**src/hw/rtl/sfpt_pkg.sv**
```systemverilog
// ----------------------------------------------------------------------------
// sfpt_pkg
// Request, result and table entry types plus operation and status codes for
// the slot flow priority table.
// ----------------------------------------------------------------------------
package sfpt_pkg;

    localparam logic [1:0] ACT_ADD   = 2'd0;
    localparam logic [1:0] ACT_FIND  = 2'd1;
    localparam logic [1:0] ACT_COUNT = 2'd2;

    localparam logic [1:0] ST_PRESENT = 2'd0;
    localparam logic [1:0] ST_UPDATED = 2'd1;
    localparam logic [1:0] ST_ADDED   = 2'd2;
    localparam logic [1:0] ST_FULL    = 2'd3;

    typedef struct packed {
        logic [1:0]  action;
        logic [15:0] flow_key;
        logic [7:0]  frame_handle;
        logic [7:0]  slot_number;
        logic [7:0]  channel_offset;
        logic [7:0]  rank;
        logic        schedule_locked;
    } t_request;

    typedef struct packed {
        logic [1:0]  status;
        logic        found;
        logic [15:0] best_flow;
        logic [5:0]  match_count;
    } t_result;

    typedef struct packed {
        logic [7:0]  frame;
        logic [7:0]  slot;
        logic [7:0]  chan;
        logic [7:0]  prio;
        logic [15:0] flow;
    } t_entry;

endpackage

```
**src/hw/rtl/sfpt_store.sv**
```systemverilog
// ----------------------------------------------------------------------------
// sfpt_store
// Entry memory: one write port, one read port with registered read data.
// ----------------------------------------------------------------------------
module sfpt_store #(
    parameter int TABLE_ENTRIES = 32,
    parameter int IDX_W         = 5
) (
    input  logic                 i_clk,
    input  logic                 i_wr_en,
    input  logic [IDX_W-1:0]     i_wr_addr,
    input  sfpt_pkg::t_entry     i_wr_data,
    input  logic                 i_rd_en,
    input  logic [IDX_W-1:0]     i_rd_addr,
    output sfpt_pkg::t_entry     o_rd_data
);
    import sfpt_pkg::*;

    t_entry r_mem [TABLE_ENTRIES];
    t_entry r_rd_data;

    always_ff @(posedge i_clk) begin
        if (i_wr_en) begin
            r_mem[i_wr_addr] <= i_wr_data;
        end
        if (i_rd_en) begin
            r_rd_data <= r_mem[i_rd_addr];
        end
    end

    assign o_rd_data = r_rd_data;

endmodule

```
**src/hw/rtl/sfpt_scan.sv**
```systemverilog
// ----------------------------------------------------------------------------
// sfpt_scan
// Scan sequencer: walks the filled entries one per cycle through a single
// compare unit, writes back an added or updated entry, then gives the result.
// ----------------------------------------------------------------------------
module sfpt_scan #(
    parameter int TABLE_ENTRIES = 32,
    parameter int IDX_W         = 5,
    parameter int CNT_W         = 6
) (
    input  logic                 i_clk,
    input  logic                 i_rst_n,
    input  logic                 i_start,
    input  sfpt_pkg::t_request   i_req,
    output logic                 o_done,
    output sfpt_pkg::t_result    o_res,
    output logic                 o_rd_en,
    output logic [IDX_W-1:0]     o_rd_addr,
    input  sfpt_pkg::t_entry     i_rd_data,
    output logic                 o_wr_en,
    output logic [IDX_W-1:0]     o_wr_addr,
    output sfpt_pkg::t_entry     o_wr_data
);
    import sfpt_pkg::*;

    localparam logic [1:0] S_IDLE = 2'd0;
    localparam logic [1:0] S_SCAN = 2'd1;
    localparam logic [1:0] S_DONE = 2'd2;

    localparam logic [CNT_W-1:0] FULL_CNT = CNT_W'(TABLE_ENTRIES);

    logic [1:0]       r_state, n_state;
    t_request         r_req, n_req;
    logic [CNT_W-1:0] r_fill, n_fill;
    logic [CNT_W-1:0] r_issue, n_issue;
    logic             r_eval_vld, n_eval_vld;
    logic [IDX_W-1:0] r_eval_idx, n_eval_idx;
    logic [IDX_W-1:0] r_hit_idx, n_hit_idx;
    logic [1:0]       r_status, n_status;
    logic             r_found, n_found;
    logic [7:0]       r_best_prio, n_best_prio;
    logic [15:0]      r_best_flow, n_best_flow;
    logic [5:0]       r_count, n_count;

    logic key_hit, slot_hit, flow_hit;

    // the shared compare unit
    assign key_hit  = (i_rd_data.frame == r_req.frame_handle) &&
                      (i_rd_data.slot == r_req.slot_number) &&
                      (i_rd_data.chan == r_req.channel_offset) &&
                      (i_rd_data.flow == r_req.flow_key);
    assign slot_hit = (i_rd_data.frame == r_req.frame_handle) &&
                      (i_rd_data.slot == r_req.slot_number);
    assign flow_hit = (i_rd_data.flow == r_req.flow_key);

    always_comb begin
        n_state     = r_state;
        n_req       = r_req;
        n_fill      = r_fill;
        n_issue     = r_issue;
        n_eval_vld  = r_eval_vld;
        n_eval_idx  = r_eval_idx;
        n_hit_idx   = r_hit_idx;
        n_status    = r_status;
        n_found     = r_found;
        n_best_prio = r_best_prio;
        n_best_flow = r_best_flow;
        n_count     = r_count;
        o_rd_en     = 1'b0;
        o_rd_addr   = r_issue[IDX_W-1:0];
        o_wr_en     = 1'b0;
        o_done      = 1'b0;

        case (r_state)
            S_IDLE: begin
                if (i_start) begin
                    n_req       = i_req;
                    n_issue     = '0;
                    n_eval_vld  = 1'b0;
                    n_status    = ST_PRESENT;
                    n_found     = 1'b0;
                    n_best_prio = '0;
                    n_best_flow = '0;
                    n_count     = '0;
                    if (i_req.action == ACT_ADD || i_req.action == ACT_COUNT ||
                        (i_req.action == ACT_FIND && !i_req.schedule_locked)) begin
                        n_state = S_SCAN;
                    end else begin
                        n_state = S_DONE;
                    end
                end
            end
            S_SCAN: begin
                n_eval_vld = 1'b0;
                if (r_issue < r_fill) begin
                    o_rd_en    = 1'b1;
                    n_issue    = r_issue + CNT_W'(1);
                    n_eval_vld = 1'b1;
                    n_eval_idx = r_issue[IDX_W-1:0];
                end else if (!r_eval_vld) begin
                    // all entries seen
                    n_state = S_DONE;
                    if (r_req.action == ACT_ADD) begin
                        n_hit_idx = r_fill[IDX_W-1:0];
                        n_status  = (r_fill >= FULL_CNT) ? ST_FULL : ST_ADDED;
                    end
                end
                if (r_eval_vld) begin
                    case (r_req.action)
                        ACT_ADD: begin
                            // first matching entry ends the scan
                            if (key_hit) begin
                                n_state    = S_DONE;
                                n_eval_vld = 1'b0;
                                n_hit_idx  = r_eval_idx;
                                n_status   = (i_rd_data.prio == r_req.rank) ?
                                             ST_PRESENT : ST_UPDATED;
                            end
                        end
                        ACT_FIND: begin
                            if (slot_hit && (!r_found || i_rd_data.prio < r_best_prio)) begin
                                n_found     = 1'b1;
                                n_best_prio = i_rd_data.prio;
                                n_best_flow = i_rd_data.flow;
                            end
                        end
                        ACT_COUNT: begin
                            if (flow_hit) begin
                                n_count = r_count + 6'd1;
                            end
                        end
                        default: begin
                        end
                    endcase
                end
            end
            S_DONE: begin
                o_done = 1'b1;
                if (r_req.action == ACT_ADD &&
                    (r_status == ST_UPDATED || r_status == ST_ADDED)) begin
                    o_wr_en = 1'b1;
                end
                if (r_req.action == ACT_ADD && r_status == ST_ADDED) begin
                    n_fill = r_fill + CNT_W'(1);
                end
                n_state = S_IDLE;
            end
            default: begin
                n_state = S_IDLE;
            end
        endcase
    end

    // an update rewrites the whole entry: its key equals the request's
    assign o_wr_addr = r_hit_idx;
    assign o_wr_data = '{frame: r_req.frame_handle, slot: r_req.slot_number,
                         chan: r_req.channel_offset, prio: r_req.rank,
                         flow: r_req.flow_key};

    assign o_res = '{status: r_status, found: r_found, best_flow: r_best_flow,
                     match_count: r_count};

    always_ff @(posedge i_clk) begin
        if (!i_rst_n) begin
            r_state    <= S_IDLE;
            r_fill     <= '0;
            r_eval_vld <= 1'b0;
        end else begin
            r_state    <= n_state;
            r_fill     <= n_fill;
            r_eval_vld <= n_eval_vld;
        end
    end

    always_ff @(posedge i_clk) begin
        r_req       <= n_req;
        r_issue     <= n_issue;
        r_eval_idx  <= n_eval_idx;
        r_hit_idx   <= n_hit_idx;
        r_status    <= n_status;
        r_found     <= n_found;
        r_best_prio <= n_best_prio;
        r_best_flow <= n_best_flow;
        r_count     <= n_count;
    end

endmodule

```
**src/hw/rtl/slot_flow_priority_table.sv**
```systemverilog
// ----------------------------------------------------------------------------
// slot_flow_priority_table
// Append-only table of schedule flow entries with add/update, best-flow find
// and flow count requests.
// ----------------------------------------------------------------------------
// A request is taken when start is high and busy is low; busy then stays high
// until the result is issued. Add, count and unlocked find requests read the
// filled entries one per cycle through the table's single read port, so busy
// stays high for the whole scan and the next request can be taken only once
// busy has fallen; an add that hits an existing entry stops at that entry,
// and a locked find or an unused action holds busy for a single cycle. The
// result appears on o_res for one cycle with o_done high, in the cycle busy
// falls, and must be captured then: the block cannot be stalled on the
// result side. Table contents are not cleared by reset; only the fill count
// is, so no clearing pass is needed.
// ----------------------------------------------------------------------------
module slot_flow_priority_table #(
    parameter int TABLE_ENTRIES = 32
) (
    input  logic                 i_clk,
    input  logic                 i_rst_n,
    input  logic                 start,
    output logic                 busy,
    input  sfpt_pkg::t_request   i_req,
    output logic                 o_done,
    output sfpt_pkg::t_result    o_res
);
    import sfpt_pkg::*;

    localparam int IDX_W = (TABLE_ENTRIES > 1) ? $clog2(TABLE_ENTRIES) : 1;
    localparam int CNT_W = $clog2(TABLE_ENTRIES + 1);

    logic             r_busy;
    logic             r_done;
    t_result          r_res;

    logic             accept;
    logic             scan_done;
    t_result          scan_res;
    logic             rd_en;
    logic [IDX_W-1:0] rd_addr;
    t_entry           rd_data;
    logic             wr_en;
    logic [IDX_W-1:0] wr_addr;
    t_entry           wr_data;

    assign accept = start && !r_busy;

    sfpt_scan #(
        .TABLE_ENTRIES (TABLE_ENTRIES),
        .IDX_W         (IDX_W),
        .CNT_W         (CNT_W)
    ) u_scan (
        .i_clk     (i_clk),
        .i_rst_n   (i_rst_n),
        .i_start   (accept),
        .i_req     (i_req),
        .o_done    (scan_done),
        .o_res     (scan_res),
        .o_rd_en   (rd_en),
        .o_rd_addr (rd_addr),
        .i_rd_data (rd_data),
        .o_wr_en   (wr_en),
        .o_wr_addr (wr_addr),
        .o_wr_data (wr_data)
    );

    sfpt_store #(
        .TABLE_ENTRIES (TABLE_ENTRIES),
        .IDX_W         (IDX_W)
    ) u_store (
        .i_clk     (i_clk),
        .i_wr_en   (wr_en),
        .i_wr_addr (wr_addr),
        .i_wr_data (wr_data),
        .i_rd_en   (rd_en),
        .i_rd_addr (rd_addr),
        .o_rd_data (rd_data)
    );

    always_ff @(posedge i_clk) begin
        if (!i_rst_n) begin
            r_busy <= 1'b0;
            r_done <= 1'b0;
        end else begin
            r_done <= scan_done;
            if (scan_done) begin
                r_busy <= 1'b0;
            end else if (accept) begin
                r_busy <= 1'b1;
            end
        end
    end

    always_ff @(posedge i_clk) begin
        if (scan_done) begin
            r_res <= scan_res;
        end
    end

    assign busy   = r_busy;
    assign o_done = r_done;
    assign o_res  = r_res;

endmodule

```
**config.mk**
```make
export PLATFORM = sky130hd
export DESIGN_NAME = slot_flow_priority_table
export DESIGN_NICKNAME = d
export VERILOG_FILES = /design/src/hw/rtl/sfpt_pkg.sv /design/src/hw/rtl/sfpt_store.sv /design/src/hw/rtl/sfpt_scan.sv /design/src/hw/rtl/slot_flow_priority_table.sv
export SDC_FILE = /design/constraint.sdc
export NUM_CORES = 2
export LEC_CHECK = 0
export BUFFER_PORTS_ARGS = -buffer_cell sky130_fd_sc_hd__buf_2
export CAP_MARGIN = 20
export CORE_ASPECT_RATIO = 1.25
export CORE_MARGIN = 5
export CORE_UTILIZATION = 55
export DETAILED_ROUTE_END_ITERATION = 10
export PLACE_DENSITY = 0.75
export SYNTH_ARGS = -nofsm -noshare
export SYNTH_HDL_FRONTEND = slang
export SYNTH_SLANG_ARGS = --single-unit
```
**constraint.sdc**
```tcl
create_clock -name i_clk -period 8.6 [get_ports i_clk]
set_clock_uncertainty 0.1 [all_clocks]
set_input_delay 1.29 -clock i_clk [delete_from_list [all_inputs] [get_ports i_clk]]
set_output_delay 1.29 -clock i_clk [all_outputs]
set_load 0.02 [all_outputs]
```
# After elaboration in Yosys (flattened, before gate mapping)
# Memories as Yosys holds them, arrays and structs flattened. A register that Yosys moved wholly into a read port is not among the register bits.
# Index checks and enable logic that the tools add are counted.
[totals]
input_bits = 54
regBits = 135
mem_count = 1
mem_bits_rw = 1536
word_cells = 135
[memory_table]
columns = ["memory", "depth", "word_bits", "rd", "rd_ports_with_merged_regs", "write_ports", "line_no", "rtl"]
rows = [
  ["u_store.r_mem", 32, 48, 1, 1, 1, "sfpt_store.sv:19", "t_entry r_mem [TABLE_ENTRIES];"],
]
[op_classes]
n_bitwise = 1
n_lt_le_gt_ge = 3
n_addsub = 3
n_eq_ne = 20
reduce_logical = 27
n_mux = 57
[op_table]
columns = ["cell", "count"]
rows = [
  ["16-bit 2-to-1 mux", 4],
  ["8-bit == test", 4],
  ["8-bit 2-to-1 mux", 4],
  ["16-bit one-hot mux with 2 select lines", 1],
  ["5-bit 2-to-1 mux", 6],
  ["6-bit 2-to-1 mux", 5],
  ["2-bit 2-to-1 mux", 14],
  ["6-bit one-hot mux with 2 select lines", 2],
  ["6-bit by 1-bit adder with 6-bit output, second input constant", 3],
  ["16-bit == test", 1],
  ["1-bit 2-to-1 mux", 16],
  ["8-bit one-hot mux with 2 select lines", 1],
  ["2-bit by 1-bit inequality test with 1-bit output, second input constant", 5],
  ["5-bit AND reduction", 2],
  ["2-bit by 1-bit == test with 1-bit output, second input constant", 4],
  ["2-bit == test, second input constant", 4],
  ["1-bit logical AND", 8],
  ["8-bit < comparator", 1],
  ["2-bit one-hot mux with 2 select lines", 2],
  ["2-bit AND reduction", 4],
  ["6-bit greater-or-equal comparator, second input constant", 1],
  ["2-bit logical NOT", 3],
  ["6-bit < comparator", 1],
  ["1-bit logical OR", 4],
  ["7 further kinds", 11],
]

# Longest topological paths before layout
[depth]
word_depth = 9
depth_mapped = 9
depth_no_buf = 8

# Hierarchy
# From an unflattened synthesis, not the netlist that was laid out.
[hier_totals]
cells_unflattened = 3798
area_unflattened_um2 = 67334.6
[by_module_without_submodules]
columns = ["mod", "area_per_inst_um2", "cells_each", "n_inst", "seq_area_each_um2"]
rows = [
  ["sfpt_store", 61205.0, 3364, 1, 47565.6],
  ["sfpt_scan", 5307.6, 403, 1, 3153.0],
  ["slot_flow_priority_table", 822.0, 31, 1, 790.8],
]

# Least setup slack after synthesis
# Ideal clock, no wire load.
[synth_path]
path_kind = "flip-flop to flip-flop"
from = "register u_scan.r_state[1]"
to = "memory u_store.r_mem[28][0] in the netlist's numbering, enable pin"
n_path_buf = 0
synth_period_minus_slack_ns = 4.942
stages_incl_launch_ff = 6
slack_ns = 3.658
t_arrival_ns = 4.388
cell_sequence = "dfxtp_1 nor2b_1 nand2_1 nor3b_1 nand3_1 nor2_1"
[synth_via]
elab_chain_len = 4
[synth_lines]
columns = ["element", "line_no", "rtl"]
rows = [
  ["start, declared", "sfpt_scan.sv:32", "logic [1:0] r_state, n_state;"],
  ["start signal, assigned", "sfpt_scan.sv:169", "r_state <= n_state;"],
  ["2-bit == test", "sfpt_scan.sv:74", "case (r_state)"],
  ["1-bit 2-to-1 mux", "sfpt_scan.sv:74", ""],
  ["1-bit 2-to-1 mux", "sfpt_store.sv:23", "if (i_wr_en) begin"],
  ["1-bit 2-to-1 mux (implied by the code)", "sfpt_store.sv:24", "r_mem[i_wr_addr] <= i_wr_data;"],
  ["end, declared", "sfpt_store.sv:19", ""],
]
# No other way between the ends.

# Final worst setup path
[layout_path]
from = "register u_scan.r_req[50] in the netlist's numbering"
to = "memory u_store.r_mem[27][11] in the netlist's numbering, enable pin"
[layout_via]
elab_chain_len = 6
[layout_lines]
columns = ["element", "line_no", "rtl"]
rows = [
  ["start, declared", "sfpt_scan.sv:33", "t_request r_req, n_req;"],
  ["start signal, assigned", "sfpt_scan.sv:176", "r_req <= n_req;"],
  ["2-bit logical NOT", "sfpt_scan.sv:139", "if (r_req.action == ACT_ADD &&"],
  ["1-bit logical AND", "sfpt_scan.sv:139", ""],
  ["1-bit 2-to-1 mux", "sfpt_scan.sv:139", ""],
  ["1-bit 2-to-1 mux", "sfpt_scan.sv:74", ""],
  ["1-bit 2-to-1 mux", "sfpt_store.sv:23", ""],
  ["1-bit 2-to-1 mux (implied by the code)", "sfpt_store.sv:24", ""],
]
# No other way between the ends.

==> flow_summary.ini <==
[status]
status = finished, final reports clean

[power_and_ir_drop]
finalPower_mw = 17.4
ir_drop_mv = 0.139
leakagePower_nw = 22.8
p_per_area_nw_per_um2 = 238

[setup_path]
crit_start = u_scan.r_req[50]
cp_data_required_time_ns = 8.89
r2r_end = u_store.r_mem[27][11]
endpoint_kind = flop
endpoint = u_store.r_mem[27][11]
crit_chain = nor2_1, nand2_1, nor3_1, nand3_1, nor2_4, buf_4
crit_slowest_cell = nor2_4
crit_path_start_kind = flop
worstPathMaxFanout = 28
crit_buf_inv = 1
cp.depth = 6
timing.rr.start = u_scan.r_req[50]
ff2ff_setup_slack_ns = 4.47
crit_family = simple AND/OR/NAND/NOR gates
critical_path_arrival_ns = 4.42
critical_path_class = reg2reg
r2r_cells = 6
crit_path_max_incr_delay_ns = 0.88

[sta]
fin_tns_setup_ns = 0
hold_viol = 0
tightest_slew_ns = 1.36
finalCritPeriodShare_pct = 48.0
drv_slew = 0
rsz0062_at_grt = false
slew_headroom_pct = 9.40
max_freq_mhz = 242
min_period_ns = 4.13
setup_viol = 0

[die]
die_width_um = 318
core_area_um2 = 118000
start_util_pct = 55.3
die_y_um = 395
dieArea_um2 = 126000
num_rows = 141
pin_count = 81

[drt]
vias = 29600
viasPerCell = 6.50
drt-pass1-iter-count = 5
routed_wirelength_mm = 152
avgRoutedWirePerCell_um = 33.4
drt_iter0_markers = 4245
ant_nets = 0
drc = 0

[logic_synthesis]
yosysUniqueCellTypes = 41
avgSynthCellArea_um2 = 24.5
synth_compound_area_share_pct = 0.234
synth-adder-area-share_pct = 0.326
synth_top_flop_cell = edfxtp_1
synth.area.top_cells = edfxtp_1, mux4_2, mux2_2
ys_warn_count = 0
synth.area.mux_share_pct = 17.5
synth_nets = 2731
syn_inst = 2660
synth_top_area_cell = edfxtp_1
syn_area_um2 = 65300
synth-xor-area-share_pct = 0.818
yosysMostFrequentCell = edfxtp_1
yosys.area_share.simple_pct = 1.26
synth.top_cell.area_share_pct = 78.5
synth_edf_count = 1708
ys_seq_area_share_pct = 78.9
ys_ff_latch = 1719
synth_top_family_by_area = multiplexers
synthTopCellsByCount = edfxtp_1, mux4_2, clkbuf_1, nor2_1, mux2_2
async_reset_ff_share_pct = 0

[clock_tree]
root_buffer = clkbuf_16
cts_buffer_depth = 3
cts.repair.resized = 0
insertion_delay_ns = 0.77
cts_tree = built
cts.sinks = 1719
postCtsSetupRepairBufs = 0
h-tree-depth = 4
hold_buffers = 0
cts_buffers = 156
clkSlewWorstSetupHoldPaths_ns = 0.06

[cells_and_area]
multi_input_area_um2 = 13400
seq_area_um2 = 51500
fill_cells = 7383
antenna_cells = 0
drive_gt1_share_pct = 31.8
nNetsFinal = 2926
finalNonFillerCells = 4552
syn2layout_area_growth_pct = 12.4

[hold_path]
hold_path_class = reg2reg

[global_routing]
grt-ovfl-total = 0
grt_usage_pct = 24.3
grt_pass1_vias = 30700
grt_pass1_wl_mm = 220
antenna_found_initial = 2
grt_max_degree = 182

[placed_design]
portBuffers = 80
place_inst = 4253
dp_hpwl_mm = 75.1
gp_congestion = 0.793

[run]
maxCapViolations = 0
## area by class of cell
| cell class | instances | area share, % |
|---|---|---|
| sequential | 1719 | 70.2 |
| clock buffer | 196 | 5.72 |
| timing repair buffer | 164 | 1.90 |
| multi-input combinational | 797 | 18.3 |
| inverter | 17 | 0.0886 |
| tap | 1573 | 2.68 |
| clock inverter | 86 | 1.18 |
## metal layers
layer	vias up	wire length, µm	track usage (%)
met2	1875	77600	40.4
met1	15700	54300	32.9
li1	11800	-	-
met4	0	4720	6.99
met5	-	0	0
met3	277	15500	5.82
## power by group
group / internal [mW] / switching [mW]
Sequential: 9.32 / 0.0964
Combinational: 0.531 / 0.569
Clock: 3.95 / 2.98
## kinds of logic (layout without fill, tap and decap cells)
kind of cell / count (synthesis) / count (layout)
AOI/OAI and AO/OA: 24 / 24
DFF: 1719 / 1719
muxes: 535 / 535
and+or+nand+nor: 160 / 160
buffers and inverters: 144 / 463
adders and majority gates: 17 / 17
xor gates and xnor gates: 61 / 61
## worst register-to-register path, stage by stage, from the launching register on
cell,delay (ns)
edfxtp_1,0.45
nor2_1,0.44
nand2_1,0.19
nor3_1,0.52
nand3_1,0.46
nor2_4,0.88
buf_4,0.67
## layout by cell type, fill, tap and decap left out, types with 3 or more instances in the layout
master      count
edfxtp_1     1708
mux4_2        476
clkbuf_16     163
buf_2          81
buf_4          62
mux2_2         48
xor2_1         43
nor2_4         33
clkbuf_1       33
and2_1         32
clkinv_2       30
clkinv_1       26
nor2_1         23
xnor2_1        18
ha_1           17
inv_1          16
bufinv_16      16
buf_16         16
nand2_1        14
dfxtp_1        11
nor4_1         10
nand2b_1        9
nand4_1         9
a21oi_1         9
nand3_1         8
mux2i_1         7
inv_6           6
nor2b_1         5
clkinvlp_4      5
mux4_1          4
buf_12          4
or3_1           3
a21o_1          3
nand3b_1        3
nor3_1          3
## registers in the layout, summed over array words and instances, names as in the netlist, 2 cells and up
signal,flops
u_scan.r_count,6
u_scan.r_issue,6
u_scan.o_wr_addr,5
u_scan.o_wr_data,48
u_scan.r_state,2
o_res,25
u_scan.r_eval_idx,5
u_scan.r_best_flow,16
u_store.r_mem,1536
u_scan.r_best_prio,8
u_scan.r_req,2
u_scan.r_fill,6
u_scan.r_status,2
u_store.o_rd_data,48
## worst min-delay path by stage
stage	from	to	slack (ns)	cells past startpoint
5_1_grt	u_scan.r_best_flow[7]	o_res[13]	0.32	0
2_1_floorplan	u_scan.r_best_flow[4]	o_res[10]	0.30	0
3_5_place_dp	u_scan.r_best_flow[10]	o_res[16]	0.30	0
4_1_cts	u_scan.r_best_flow[7]	o_res[13]	0.32	0
3_3_place_gp	u_scan.r_best_flow[3]	o_res[9]	0.30	0
6_report	u_scan.r_best_flow[10]	o_res[16]	0.32	0
## per-stage QoR
step	worst slack, ns	instance area (µm²)	utilization [%]	hold slack (ns)
after CTS	4.49	73000	61.8	0.320
after global routing	4.24	73400	62.2	0.320
after detailed placement	4.51	67900	57.6	0.305
after floorplan	3.66	65300	-	0.300
final	4.47	73400	62.2	0.317
after global placement	4.51	67900	57.5	0.302
(Power assumes the default switching activity.)
